===== src/rtl/rgbhsv_pkg.sv =====
// Types and constants shared by the RGB to HSV converter.
package rgbhsv_pkg;

    localparam int COMP_W     = 8;
    localparam int QUOT_BITS  = 8;
    localparam int NUM_W      = 11;
    localparam int REM_SAT_W  = 16;
    localparam int REM_HUE_W  = 19;
    localparam int DIV_STAGE0 = 2;
    localparam int NUM_STAGES = DIV_STAGE0 + QUOT_BITS;

    typedef struct packed {
        logic [REM_SAT_W-1:0] rem_sat;
        logic [REM_HUE_W-1:0] rem_hue;
        logic [COMP_W-1:0]    div_sat;
        logic [NUM_W-1:0]     div_hue;
        logic [QUOT_BITS-1:0] q_sat;
        logic [QUOT_BITS-1:0] q_hue;
        logic [COMP_W-1:0]    bri;
        logic                 gray;
        logic                 black;
    } stage_t;

endpackage


===== src/rtl/rgb_to_hsv_converter_unit.sv =====
// Pipelined RGB to HSV converter for 8-bit pixels.
// The block takes one pixel per clock while s_tready is high and returns its hue,
// saturation and value. Stage one finds the largest and smallest component and the
// hue sector numerator, stage two scales both numerators by 255, and eight more
// stages each resolve one quotient bit of the two divisions by restoring
// subtraction; the last of these drives the output. Every stage holds its item
// while the next one is full, so a stall at the output fills empty stages before
// the input stops.
module rgb_to_hsv_converter_unit
    import rgbhsv_pkg::*;
(
    input  logic        aclk,
    input  logic        aresetn,
    input  logic        s_tvalid,
    output logic        s_tready,
    input  logic [23:0] s_tdata,   // red [7:0], green [15:8], blue [23:16]
    output logic        m_tvalid,
    input  logic        m_tready,
    output logic [23:0] m_tdata    // hue [7:0], saturation [15:8], brightness [23:16]
);

    localparam int LAST = NUM_STAGES - 1;

    logic [NUM_STAGES-1:0] valid_reg;
    logic [NUM_STAGES:0]   ready;
    stage_t                stage_reg  [NUM_STAGES];
    stage_t                stage_next [NUM_STAGES];

    logic [COMP_W-1:0] red, green, blue;
    logic [COMP_W-1:0] hi, lo, delta;
    logic [NUM_W-1:0]  delta_w, num;

    assign red   = s_tdata[7:0];
    assign green = s_tdata[15:8];
    assign blue  = s_tdata[23:16];

    always_comb begin
        hi      = (red >= green) ? red : green;
        hi      = (hi >= blue) ? hi : blue;
        lo      = (red <= green) ? red : green;
        lo      = (lo <= blue) ? lo : blue;
        delta   = hi - lo;
        delta_w = {3'b000, delta};
        if (red >= green && red >= blue) begin
            num = {3'b000, green} - {3'b000, blue};
            if (green < blue) begin
                num = num + (delta_w << 2) + (delta_w << 1);
            end
        end else if (green >= blue) begin
            num = {3'b000, blue} - {3'b000, red} + (delta_w << 1);
        end else begin
            num = {3'b000, red} - {3'b000, green} + (delta_w << 2);
        end
    end

    always_comb begin
        logic [REM_SAT_W:0] trial_sat;
        logic [REM_HUE_W:0] trial_hue;
        for (int i = 0; i < NUM_STAGES; i++) begin
            stage_next[i] = '0;
        end
        trial_sat = '0;
        trial_hue = '0;

        stage_next[0].rem_sat = {{(REM_SAT_W-COMP_W){1'b0}}, delta};
        stage_next[0].rem_hue = {{(REM_HUE_W-NUM_W){1'b0}}, num};
        stage_next[0].div_sat = hi;
        stage_next[0].div_hue = (delta_w << 2) + (delta_w << 1);
        stage_next[0].bri     = hi;
        stage_next[0].gray    = (delta == '0);
        stage_next[0].black   = (hi == '0);

        stage_next[1]         = stage_reg[0];
        stage_next[1].rem_sat = (stage_reg[0].rem_sat << 8) - stage_reg[0].rem_sat;
        stage_next[1].rem_hue = (stage_reg[0].rem_hue << 8) - stage_reg[0].rem_hue;

        for (int i = DIV_STAGE0; i < NUM_STAGES; i++) begin
            stage_next[i] = stage_reg[i-1];
            trial_sat = {1'b0, stage_reg[i-1].rem_sat}
                      - ({{(REM_SAT_W+1-COMP_W){1'b0}}, stage_reg[i-1].div_sat}
                         << (NUM_STAGES - 1 - i));
            trial_hue = {1'b0, stage_reg[i-1].rem_hue}
                      - ({{(REM_HUE_W+1-NUM_W){1'b0}}, stage_reg[i-1].div_hue}
                         << (NUM_STAGES - 1 - i));
            if (!trial_sat[REM_SAT_W]) begin
                stage_next[i].rem_sat = trial_sat[REM_SAT_W-1:0];
            end
            if (!trial_hue[REM_HUE_W]) begin
                stage_next[i].rem_hue = trial_hue[REM_HUE_W-1:0];
            end
            stage_next[i].q_sat = {stage_reg[i-1].q_sat[QUOT_BITS-2:0],
                                   !trial_sat[REM_SAT_W]};
            stage_next[i].q_hue = {stage_reg[i-1].q_hue[QUOT_BITS-2:0],
                                   !trial_hue[REM_HUE_W]};
        end

        if (stage_reg[LAST-1].black) begin
            stage_next[LAST].q_sat = '0;
        end
        if (stage_reg[LAST-1].gray) begin
            stage_next[LAST].q_hue = '0;
        end
    end

    always_comb begin
        ready[NUM_STAGES] = m_tready;
        for (int i = NUM_STAGES - 1; i >= 0; i--) begin
            ready[i] = !valid_reg[i] || ready[i+1];
        end
    end

    always_ff @(posedge aclk) begin
        if (!aresetn) begin
            valid_reg <= '0;
        end else begin
            if (ready[0]) begin
                valid_reg[0] <= s_tvalid;
            end
            for (int i = 1; i < NUM_STAGES; i++) begin
                if (ready[i]) begin
                    valid_reg[i] <= valid_reg[i-1];
                end
            end
        end
    end

    always_ff @(posedge aclk) begin
        if (ready[0] && s_tvalid) begin
            stage_reg[0] <= stage_next[0];
        end
        for (int i = 1; i < NUM_STAGES; i++) begin
            if (ready[i] && valid_reg[i-1]) begin
                stage_reg[i] <= stage_next[i];
            end
        end
    end

    assign s_tready = ready[0];
    assign m_tvalid = valid_reg[LAST];
    assign m_tdata  = {stage_reg[LAST].bri, stage_reg[LAST].q_sat, stage_reg[LAST].q_hue};

    a_hue_range: assert property (@(posedge aclk) disable iff (!aresetn)
        m_tvalid |-> m_tdata[7:0] != 8'hFF)
        else $error("hue reached 255");

    a_black_sat: assert property (@(posedge aclk) disable iff (!aresetn)
        m_tvalid && m_tdata[23:16] == 8'h00 |-> m_tdata[15:8] == 8'h00)
        else $error("black pixel with nonzero saturation");

    a_full_stall: assert property (@(posedge aclk) disable iff (!aresetn)
        !s_tready |-> valid_reg == '1 && !m_tready)
        else $error("input stalled while the pipeline has room");

    a_out_hold: assert property (@(posedge aclk) disable iff (!aresetn)
        m_tvalid && !m_tready |=> m_tvalid && $stable(m_tdata))
        else $error("stalled output item changed");

endmodule

===== config.mk =====
export PLATFORM = sky130hd
export DESIGN_NAME = rgb_to_hsv_converter_unit
export DESIGN_NICKNAME = d
export VERILOG_FILES = /design/src/rtl/rgbhsv_pkg.sv /design/src/rtl/rgb_to_hsv_converter_unit.sv
export SDC_FILE = /design/constraint.sdc
export NUM_CORES = 1
export LEC_CHECK = 0
export BUFFER_PORTS_ARGS = -buffer_cell sky130_fd_sc_hd__buf_2
export CAP_MARGIN = 20
export CELL_PAD_IN_SITES_DETAIL_PLACEMENT = 0
export CELL_PAD_IN_SITES_GLOBAL_PLACEMENT = 1
export CORE_MARGIN = 5
export CORE_UTILIZATION = 40
export DETAILED_ROUTE_END_ITERATION = 6
export GPL_TIMING_DRIVEN = 0
export PLACE_DENSITY_LB_ADDON = 0.1
export SLEW_MARGIN = 0
export SYNTH_ARGS = -nofsm -noshare
export SYNTH_HDL_FRONTEND = slang
export SYNTH_SLANG_ARGS = --single-unit

===== constraint.sdc =====
create_clock -name aclk -period 8.3 [get_ports aclk]
set_input_delay 0 -clock aclk [delete_from_list [all_inputs] [get_ports aclk]]
set_output_delay 0 -clock aclk [all_outputs]
set_load 0.01 [all_outputs]

==> impl_results.html, run 1 <==
<table>
<tr><th>Metric</th><th>Value</th></tr>
<tr><th colspan="2">Status</th></tr>
<tr><td>Status</td><td>complete, no violations</td></tr>
<tr><th colspan="2">Floorplanning</th></tr>
<tr><td>Placeable core area</td><td>roughly 73,000 um2</td></tr>
<tr><td>Initial standard-cell utilization of the core</td><td>0.4045</td></tr>
<tr><td>Die Ht</td><td>between 200 and 300 um</td></tr>
<tr><td>Top-Level Pins</td><td>54</td></tr>
<tr><td>Area of the die</td><td>79,450 um2</td></tr>
<tr><td>Horizontal die dimension</td><td>around 280 um</td></tr>
<tr><td>Std-Cell Rows</td><td>99</td></tr>
<tr><th colspan="2">Min path</th></tr>
<tr><td>Worst Hold Class</td><td>input pin to flip-flop</td></tr>
<tr><td>Hold worst-path end</td><td>stage_reg[0][45]</td></tr>
<tr><td>Hold_sp</td><td>s_tdata[8]</td></tr>
<tr><td>Cell depth of the worst hold path</td><td>4</td></tr>
<tr><th colspan="2">Clocking</th></tr>
<tr><td>Number of buffers inserted during clock tree synthesis</td><td>58</td></tr>
<tr><td>Number of clock sinks</td><td>approximately 550</td></tr>
<tr><td>TritonCTS clock tree</td><td>yes</td></tr>
<tr><td>CTS H-tree depth</td><td>2</td></tr>
<tr><td>Cell at the root of the clock tree</td><td>sky130_fd_sc_hd__clkbuf_16</td></tr>
<tr><td>CTS clock-pin slew for the worst setup and hold paths</td><td>60 ps</td></tr>
<tr><td>Clk Latency, worst-skew pair</td><td>600 ps</td></tr>
<tr><td>Maximum clock insertion buffer count</td><td>3</td></tr>
<tr><th colspan="2">Power</th></tr>
<tr><td>P_leak</td><td>13.05 nW</td></tr>
<tr><td>Worst IR Drop VDD</td><td>0.4751 mV</td></tr>
<tr><td>Overall power</td><td>around 9.1 mW</td></tr>
<tr><td>Total power density per cell area</td><td>268.9 nW/um2</td></tr>
<tr><th colspan="2">Critical path</th></tr>
<tr><td>Largest delay contributor family on the critical path</td><td>compound AO/OA/AOI/OAI gates</td></tr>
<tr><td>Capture point of the worst reg-to-reg path</td><td>stage_reg[8][57]</td></tr>
<tr><td>Class of the most critical setup path</td><td>input pin to flip-flop</td></tr>
<tr><td>Max FO, Critical Path</td><td>10</td></tr>
<tr><td>Reg2Reg Launch Point</td><td>stage_reg[7][28]</td></tr>
<tr><td>Startpoint type of the worst setup path</td><td>input pin</td></tr>
<tr><td>Dominant cell type by count on the critical path</td><td>sky130_fd_sc_hd__ha_1</td></tr>
<tr><td>Required time of the critical path</td><td>8710 ps</td></tr>
<tr><td>Number of cells on the worst reg-to-reg path</td><td>11</td></tr>
<tr><td>Type of element capturing the critical path</td><td>flip-flop</td></tr>
<tr><td>Largest stage delay on the critical path</td><td>580 ps</td></tr>
<tr><td>Arr. time, crit path</td><td>8130 ps</td></tr>
<tr><td>Cell with the largest stage delay on the worst path</td><td>sky130_fd_sc_hd__fa_1</td></tr>
<tr><td>Crit path buf inv count</td><td>5</td></tr>
<tr><td>Setup slack of the most critical reg-to-reg path</td><td>4730 ps</td></tr>
<tr><th colspan="2">STA</th></tr>
<tr><td>Final number of max-transition violations</td><td>0</td></tr>
<tr><td>Setup ws final</td><td>579.3 ps</td></tr>
<tr><td>Total count of hold-check failures in the final report</td><td>0</td></tr>
<tr><td>Setup-violating endpoint count in the final report</td><td>0</td></tr>
<tr><td>Slew at the pin with the worst max-slew slack</td><td>864.4 ps</td></tr>
<tr><td>Minimum period implied by the final worst setup slack</td><td>7721 ps</td></tr>
<tr><td>Unrepaired setup endpoints after global routing</td><td>false</td></tr>
<tr><td>Headroom to the max-slew limit</td><td>0.4089</td></tr>
<tr><td>Maximum frequency from static timing analysis</td><td>between 100 and 150 MHz</td></tr>
<tr><td>Worst setup skew after layout</td><td>20.24 ps</td></tr>
<tr><td>Share of the clock period used by the worst path</td><td>0.9302</td></tr>
<tr><th colspan="2">Placed design</th></tr>
<tr><td>Setup WS pre-CTS</td><td>-841.4 ps</td></tr>
<tr><td>Number of buffer cells added on primary ports</td><td>52</td></tr>
<tr><td>Last weighted congestion value of the routability-driven placer</td><td>0.8191</td></tr>
<tr><td>Dpl hpwl</td><td>43.11 mm</td></tr>
<tr><th colspan="2">Logic synthesis</th></tr>
<tr><td>Warnings, synthesis</td><td>0</td></tr>
<tr><td>Count of different cell masters after synthesis</td><td>75</td></tr>
<tr><td>Number of enable flip-flop cells after synthesis</td><td>542</td></tr>
<tr><td>Synth Register Bits</td><td>552</td></tr>
<tr><td>Share of the yosys chip area belonging to registers</td><td>0.5573</td></tr>
<tr><td>Post-synthesis cell type with the largest combined area</td><td>sky130_fd_sc_hd__edfxtp_1</td></tr>
<tr><td>Main synth FF type</td><td>sky130_fd_sc_hd__edfxtp_1</td></tr>
<tr><td>Netlist area before placement</td><td>29,560 um2</td></tr>
<tr><td>Avg Cell Area, Syn</td><td>between 10 and 15 um2</td></tr>
<tr><td>Area share of the largest cell type after synthesis</td><td>0.5505</td></tr>
<tr><td>Most frequent cell after synthesis</td><td>sky130_fd_sc_hd__edfxtp_1</td></tr>
<tr><td>Post-synthesis instance total</td><td>between 2,000 and 2,500</td></tr>
<tr><td>Fraction of registers with async set/reset</td><td>0</td></tr>
<tr><td>Mapped Nets</td><td>2,769</td></tr>
<tr><td>Top cells by count, synth</td><td>542 x sky130_fd_sc_hd__edfxtp_1, 298 x sky130_fd_sc_hd__inv_1, 234 x sky130_fd_sc_hd__ha_1</td></tr>
<tr><td>Biggest area contributors in the synthesized netlist</td><td>sky130_fd_sc_hd__edfxtp_1 55%, sky130_fd_sc_hd__ha_1 9.9%, sky130_fd_sc_hd__inv_1 3.8%</td></tr>
<tr><th colspan="2">Cells and area</th></tr>
<tr><td>Area taken by flip-flops and latches</td><td>16,480 um2</td></tr>
<tr><td>Net total in the final layout</td><td>2,910</td></tr>
<tr><td>Number of filler cells placed in the layout</td><td>6,601</td></tr>
<tr><td>Max FFs per register</td><td>542</td></tr>
<tr><td>Ratio of cells with drive above 1 in the final layout</td><td>0.08999</td></tr>
<tr><td>Growth of design area from synthesis to finish</td><td>14.09%</td></tr>
<tr><td>Area taken by multi-input logic gates</td><td>11,980 um2</td></tr>
<tr><th colspan="2">Route</th></tr>
<tr><td>Post-DR wirelength/cell</td><td>approximately 15 um</td></tr>
<tr><td>Number of nets still failing antenna checks after routing</td><td>0</td></tr>
<tr><td>Overall routed net length</td><td>54.79 mm</td></tr>
<tr><td>Via density</td><td>roughly 5</td></tr>
<tr><td>Vias post-DR</td><td>17,860</td></tr>
<tr><td>Residual DRC</td><td>0</td></tr>
<tr><td>1st-iter DRT viols</td><td>about 700</td></tr>
<tr><td>Number of detailed-routing iterations run before antenna repair</td><td>5</td></tr>
<tr><th colspan="2">Job</th></tr>
<tr><td>Max cap viols</td><td>0</td></tr>
<tr><th colspan="2">Global route</th></tr>
<tr><td>Total gr overflow</td><td>0</td></tr>
<tr><td>First-pass GRT wire length</td><td>91.45 mm</td></tr>
<tr><td>Initial antenna violation count</td><td>0</td></tr>
<tr><td>Total GRT Usage</td><td>0.1394</td></tr>
<tr><td>Largest net degree at the start of global routing</td><td>36</td></tr>
<tr><td>Via count of the first global-routing pass</td><td>18,230</td></tr>
</table>
metal layers:
metal / share of wire / vias to the layer above / track usage / wire, um
met5: 0 / - / 0 / 0
li1: - / 9236 / - / -
met3: 0.032 / 107 / 0.02434 / 1733
met1: 0.43 / 8272 / 0.1667 / 23590
met4: 0.037 / 0 / 0.05084 / 2051
met2: 0.50 / 240 / 0.2525 / 27420
tightest hold or removal path: stages:
cell and delay (ps):
sky130_fd_sc_hd__buf_2 130, sky130_fd_sc_hd__inv_1 110, sky130_fd_sc_hd__ha_1 180, sky130_fd_sc_hd__mux2i_1 90
where the power goes:
part	total [mW]	internal, mW	switching [mW]
combinational	2.80	1.20	1.60
clock	2.85	1.82	1.03
sequential	3.42	3.34	0.0821
layout by cell type (no fill, tap or decap), types with 37 or more instances in the layout:
cell type / netlist / layout
sky130_fd_sc_hd__nor2_1: 153 / 153
sky130_fd_sc_hd__xor2_1: 53 / 51
sky130_fd_sc_hd__a21o_1: 37 / 37
sky130_fd_sc_hd__edfxtp_1: 542 / 542
sky130_fd_sc_hd__nor2b_1: 72 / 66
sky130_fd_sc_hd__clkbuf_16: 0 / 59
sky130_fd_sc_hd__o21ai_0: 150 / 150
sky130_fd_sc_hd__buf_2: 3 / 56
sky130_fd_sc_hd__inv_1: 298 / 298
sky130_fd_sc_hd__mux2i_1: 43 / 43
sky130_fd_sc_hd__a21oi_1: 124 / 124
sky130_fd_sc_hd__nor3_1: 63 / 63
sky130_fd_sc_hd__xnor2_1: 107 / 104
sky130_fd_sc_hd__nand2b_1: 39 / 39
sky130_fd_sc_hd__nand2_1: 139 / 139
sky130_fd_sc_hd__ha_1: 234 / 234
area by class of cell:
type | count | area share
Buffer | 30 | 0.003672
Timing Repair Buffer | 82 | 0.01988
Clock inverter | 48 | 0.02007
Inverter | 298 | 0.03316
Multi-Input combinational cell | 1596 | 0.3550
Antenna cell | 2 | 0.0001484
Clock buffer | 61 | 0.04399
Tap cell | 959 | 0.03557
Sequential cell | 552 | 0.4885
worst max-delay path by stage:
stage | cells past startpoint | end | startpoint | slack (ps)
finish | 32 | stage_reg[0][55] | s_tdata[14] | 580
global route | 34 | stage_reg[0][55] | s_tdata[14] | 100
CTS | 34 | stage_reg[0][55] | s_tdata[14] | 90
detailed placement | 33 | stage_reg[0][54] | s_tdata[14] | -840
global placement | 34 | stage_reg[0][54] | s_tdata[14] | -680
floorplan | 33 | stage_reg[0][55] | s_tdata[14] | 1410
cell families (layout without fill, tap and decap cells):
group,Yosys count,count (layout),share of synthesized area
AO/OA/AOI/OAI,503,503,0.1077
XOR/XNOR,160,160,0.04740
buffers and inverters,329,519,0.04215
flip-flops,552,552,0.5573
adder cells (fa/ha/maj),264,264,0.1193
multiplexers,77,77,0.02789
AND/OR/NAND/NOR,592,592,0.09827
other,0,2,0
metrics by stage:
step	instance area [um2]	TNS [ps]	hold slack [ps]	instances	util
6_report	33730	0	99.09	3628	0.4615
3_5_place_dp	31360	-2280	385.7	3500	0.4291
5_1_grt	33720	0	90.28	3626	0.4615
4_1_cts	33670	0	50.69	3623	0.4607
2_1_floorplan	29560	0	159.9	2477	-
3_3_place_gp	31020	-1697	321.8	3488	0.4245
timing repair:
action	4_1_cts	5_1_grt
endpoints found under the setup margin	2	4
pin swaps	0	1
hold buffers	14	0
resized for setup	1	5
setup buffers	0	3
hold endpoints to repair	34	0
(Power assumes the default switching activity.)
==> inputs of run 2 (changes only) <==
--- a/config.mk
+++ b/config.mk
@@ -7,8 +7,9 @@
 export LEC_CHECK = 0
 export BUFFER_PORTS_ARGS = -buffer_cell sky130_fd_sc_hd__buf_2
 export CAP_MARGIN = 20
-export CELL_PAD_IN_SITES_DETAIL_PLACEMENT = 0
+export CELL_PAD_IN_SITES_DETAIL_PLACEMENT = 1
 export CELL_PAD_IN_SITES_GLOBAL_PLACEMENT = 1
+export CORE_ASPECT_RATIO = 1.25
 export CORE_MARGIN = 5
 export CORE_UTILIZATION = 40
 export DETAILED_ROUTE_END_ITERATION = 6
==> run 2 against run 1 <==
Combinational power increased by 2%. Critical path type unchanged. Largest power group unchanged. Core utilization is 0.52 points lower. Power decreased by 3.0%. First-iteration DRC count decreased by 28%.
==> impl_results.html, run 2 (same netlist as run 1, synthesis figures left out) <==
<table>
<tr><th>Metric</th><th>Value</th></tr>
<tr><th colspan="2">STA</th></tr>
<tr><td>Total count of hold-check failures in the final report</td><td>0 (unchanged)</td></tr>
<tr><td>Unrepaired setup endpoints after global routing</td><td>false (unchanged)</td></tr>
<tr><td>Setup-violating endpoint count in the final report</td><td>0 (unchanged)</td></tr>
<tr><td>Headroom to the max-slew limit</td><td>0.3336 (was 0.4089)</td></tr>
<tr><td>Final Hold Slack</td><td>128.0 ps (was 99.09 ps)</td></tr>
<tr><td>Slew at the pin with the worst max-slew slack</td><td>994.9 ps (was 864.4 ps)</td></tr>
<tr><td>Final number of max-transition violations</td><td>0 (unchanged)</td></tr>
<tr><td>Worst setup skew after layout</td><td>20.33 ps (was 20.24 ps)</td></tr>
<tr><td>Setup ws final</td><td>667.0 ps (was 579.3 ps)</td></tr>
<tr><td>Maximum frequency from static timing analysis</td><td>131.0 MHz (was 129.5 MHz)</td></tr>
<tr><td>Minimum period implied by the final worst setup slack</td><td>7633 ps (was 7721 ps)</td></tr>
<tr><td>Share of the clock period used by the worst path</td><td>0.9196 (was 0.9302)</td></tr>
<tr><th colspan="2">Global route</th></tr>
<tr><td>Initial antenna violation count</td><td>0 (unchanged)</td></tr>
<tr><td>Largest net degree at the start of global routing</td><td>39 (was 36)</td></tr>
<tr><td>Total gr overflow</td><td>0 (unchanged)</td></tr>
<tr><td>Total GRT Usage</td><td>0.1512 (was 0.1394)</td></tr>
<tr><td>First-pass GRT wire length</td><td>99.32 mm (was 91.45 mm)</td></tr>
<tr><td>Via count of the first global-routing pass</td><td>20,070 (was 18,230)</td></tr>
<tr><th colspan="2">Floorplanning</th></tr>
<tr><td>Std-Cell Rows</td><td>111 (was 99)</td></tr>
<tr><td>Die Ht</td><td>314.0 um (was 281.9 um)</td></tr>
<tr><td>Placeable core area</td><td>73,330 um2 (was 73,080 um2)</td></tr>
<tr><td>Top-Level Pins</td><td>54 (unchanged)</td></tr>
<tr><td>Horizontal die dimension</td><td>253.2 um (was 281.9 um)</td></tr>
<tr><td>Area of the die</td><td>79,480 um2 (was 79,450 um2)</td></tr>
<tr><td>Initial standard-cell utilization of the core</td><td>0.4032 (was 0.4045)</td></tr>
<tr><th colspan="2">Placed design</th></tr>
<tr><td>Number of buffer cells added on primary ports</td><td>52 (unchanged)</td></tr>
<tr><td>Setup WS pre-CTS</td><td>-738.5 ps (was -841.4 ps)</td></tr>
<tr><td>Dpl hpwl</td><td>48.47 mm (was 43.11 mm)</td></tr>
<tr><td>Last weighted congestion value of the routability-driven placer</td><td>0.8762 (was 0.8191)</td></tr>
<tr><th colspan="2">Cells and area</th></tr>
<tr><td>Net total in the final layout</td><td>2,905 (was 2,910)</td></tr>
<tr><td>Max FFs per register</td><td>542 (unchanged)</td></tr>
<tr><td>Number of antenna diodes</td><td>0 (was 2)</td></tr>
<tr><td>Ratio of cells with drive above 1 in the final layout</td><td>0.08584 (was 0.08999)</td></tr>
<tr><td>Utilization of the core after routing</td><td>0.4563 (was 0.4615)</td></tr>
<tr><td>Most frequent standard cell in the layout excluding fill and tap cells</td><td>sky130_fd_sc_hd__edfxtp_1 (unchanged)</td></tr>
<tr><td>Most frequent cells in the layout</td><td>542 x sky130_fd_sc_hd__edfxtp_1, 298 x sky130_fd_sc_hd__inv_1, 234 x sky130_fd_sc_hd__ha_1, 153 x sky130_fd_sc_hd__nor2_1, 149 x sky130_fd_sc_hd__o21ai_0 (was 542 x sky130_fd_sc_hd__edfxtp_1, 298 x sky130_fd_sc_hd__inv_1, 234 x sky130_fd_sc_hd__ha_1, 153 x sky130_fd_sc_hd__nor2_1, 150 x sky130_fd_sc_hd__o21ai_0)</td></tr>
<tr><td>Growth of design area from synthesis to finish</td><td>13.17% (was 14.09%)</td></tr>
<tr><th colspan="2">Critical path</th></tr>
<tr><td>Capture point of the worst reg-to-reg path</td><td>stage_reg[8][57] (unchanged)</td></tr>
<tr><td>Termination of the worst setup path</td><td>stage_reg[0][55] (unchanged)</td></tr>
<tr><td>Number of cells on the worst reg-to-reg path</td><td>11 (unchanged)</td></tr>
<tr><td>Cell with the largest stage delay on the worst path</td><td>sky130_fd_sc_hd__fa_1 (unchanged)</td></tr>
<tr><td>Largest stage delay on the critical path</td><td>550 ps (was 580 ps)</td></tr>
<tr><td>Startpoint type of the worst setup path</td><td>input pin (unchanged)</td></tr>
<tr><td>Reg2Reg Launch Point</td><td>stage_reg[7][28] (unchanged)</td></tr>
<tr><td>Class of the most critical setup path</td><td>input pin to flip-flop (unchanged)</td></tr>
<tr><td>Beginning of the critical path</td><td>s_tdata[14] (unchanged)</td></tr>
<tr><td>Required time of the critical path</td><td>8710 ps (about the same)</td></tr>
<tr><td>Type of element capturing the critical path</td><td>flip-flop (unchanged)</td></tr>
<tr><td>Arr. time, crit path</td><td>8040 ps (was 8130 ps)</td></tr>
<tr><td>Max FO, Critical Path</td><td>10 (unchanged)</td></tr>
<tr><td>Setup slack of the most critical reg-to-reg path</td><td>4610 ps (was 4730 ps)</td></tr>
<tr><th colspan="2">Clocking</th></tr>
<tr><td>CTS H-tree depth</td><td>2 (unchanged)</td></tr>
<tr><td>Number of buffers inserted during clock tree synthesis</td><td>53 (was 58)</td></tr>
<tr><td>Number of clock sinks</td><td>552 (unchanged)</td></tr>
<tr><td>Clk Latency, worst-skew pair</td><td>590 ps (was 600 ps)</td></tr>
<tr><td>Maximum clock insertion buffer count</td><td>3 (unchanged)</td></tr>
<tr><td>Cell at the root of the clock tree</td><td>sky130_fd_sc_hd__clkbuf_16 (unchanged)</td></tr>
<tr><td>CTS clock-pin slew for the worst setup and hold paths</td><td>60 ps (about the same)</td></tr>
<tr><td>TritonCTS clock tree</td><td>yes (unchanged)</td></tr>
<tr><th colspan="2">Power</th></tr>
<tr><td>P_leak</td><td>12.91 nW (was 13.05 nW)</td></tr>
<tr><td>Worst IR Drop VDD</td><td>0.3240 mV (was 0.4751 mV)</td></tr>
<tr><td>Total power density per cell area</td><td>263.0 nW/um2 (was 268.9 nW/um2)</td></tr>
<tr><th colspan="2">Min path</th></tr>
<tr><td>Worst Hold Class</td><td>input pin to flip-flop (unchanged)</td></tr>
<tr><td>Cell depth of the worst hold path</td><td>4 (unchanged)</td></tr>
<tr><th colspan="2">Status</th></tr>
<tr><td>Status</td><td>complete, no violations (unchanged)</td></tr>
<tr><th colspan="2">Route</th></tr>
<tr><td>1st-iter DRT viols</td><td>516 (was 714)</td></tr>
<tr><td>Vias post-DR</td><td>18,430 (was 17,860)</td></tr>
<tr><td>Overall routed net length</td><td>60.48 mm (was 54.79 mm)</td></tr>
<tr><td>Residual DRC</td><td>0 (unchanged)</td></tr>
<tr><td>Number of nets still failing antenna checks after routing</td><td>0 (unchanged)</td></tr>
<tr><td>Post-DR wirelength/cell</td><td>16.73 um (was 15.10 um)</td></tr>
<tr><td>Number of detailed-routing iterations run before antenna repair</td><td>4 (was 5)</td></tr>
<tr><td>Via density</td><td>5.096 (was 4.921)</td></tr>
<tr><th colspan="2">Job</th></tr>
<tr><td>Max cap viols</td><td>0 (unchanged)</td></tr>
</table>
## run 2: cell count changes in the layout (fill, tap and decap cells not counted), sizes merged
cell	change
diode	-2
clkinv	-4
clkinvlp	-4
bufinv	-8
clkbuf	+5
## run 2: where the power goes
group | switching, mW | internal, mW | total, mW
Combinational | 1.65 | 1.21 | 2.86
Sequential | 0.0845 | 3.33 | 3.42
Clock | 1.01 | 1.51 | 2.52
## run 2: cell type report
class / count / area [um2]
Buffer: 30 / 123.9
Fill cell: 7695 / 39870
Clock buffer: 66 / 1436
Multi-Input combinational cell: 1596 / 12000
Timing Repair Buffer: 82 / 683.2
Sequential cell: 552 / 16480
Inverter: 298 / 1119
Tap cell: 960 / 1201
Clock inverter: 32 / 421.7
## run 2: critical path, delay by kind of cell
kind / cells / cell delay [ps]
xor gates and xnor gates: 2 / 420
buffers and inverters: 7 / 940
AOI/OAI and AO/OA: 15 / 3290
muxes: 1 / 270
adders and majority gates: 6 / 2310
and+or+nand+nor: 4 / 790
## run 2: routing by layer
metal / wire length [um] / vias up / global-route usage
li1: - / 9183 / -
met1: 22010 / 8907 / 0.1516
met2: 34800 / 210 / 0.3101
met3: 1512 / 127 / 0.02044
met4: 2157 / 0 / 0.05425
met5: 0 / - / 0
## run 2: through the flow
step	TNS [ps]	cells	cell area (um2)	power [mW]
floorplan	0	2477	29560	5.510
global placement	-2204	3489	31030	6.204
detailed placement	-2423	3505	31400	6.323
CTS	0	3617	33420	8.921
global route	0	3616	33460	9.367
finish	0	3616	33460	8.801
## run 2: timing repair
action                                  CTS  global route
resized for setup                         2             8
endpoints found under the setup margin    2             4
hold endpoints to repair                 28             0
hold buffers                             14             0
gates cloned                              0             0
setup buffers                             0             0
## run 2: how the worst min path moves through the flow
stage / start / to / slack (ps)
3_5_place_dp: s_tvalid / valid_reg[0] / 320
2_1_floorplan: s_tvalid / valid_reg[0] / 160
4_1_cts: s_tdata[8] / stage_reg[0][45] / 80
5_1_grt: s_tdata[8] / stage_reg[0][45] / 120
6_report: s_tdata[8] / stage_reg[0][45] / 130
3_3_place_gp: s_tvalid / valid_reg[0] / 270
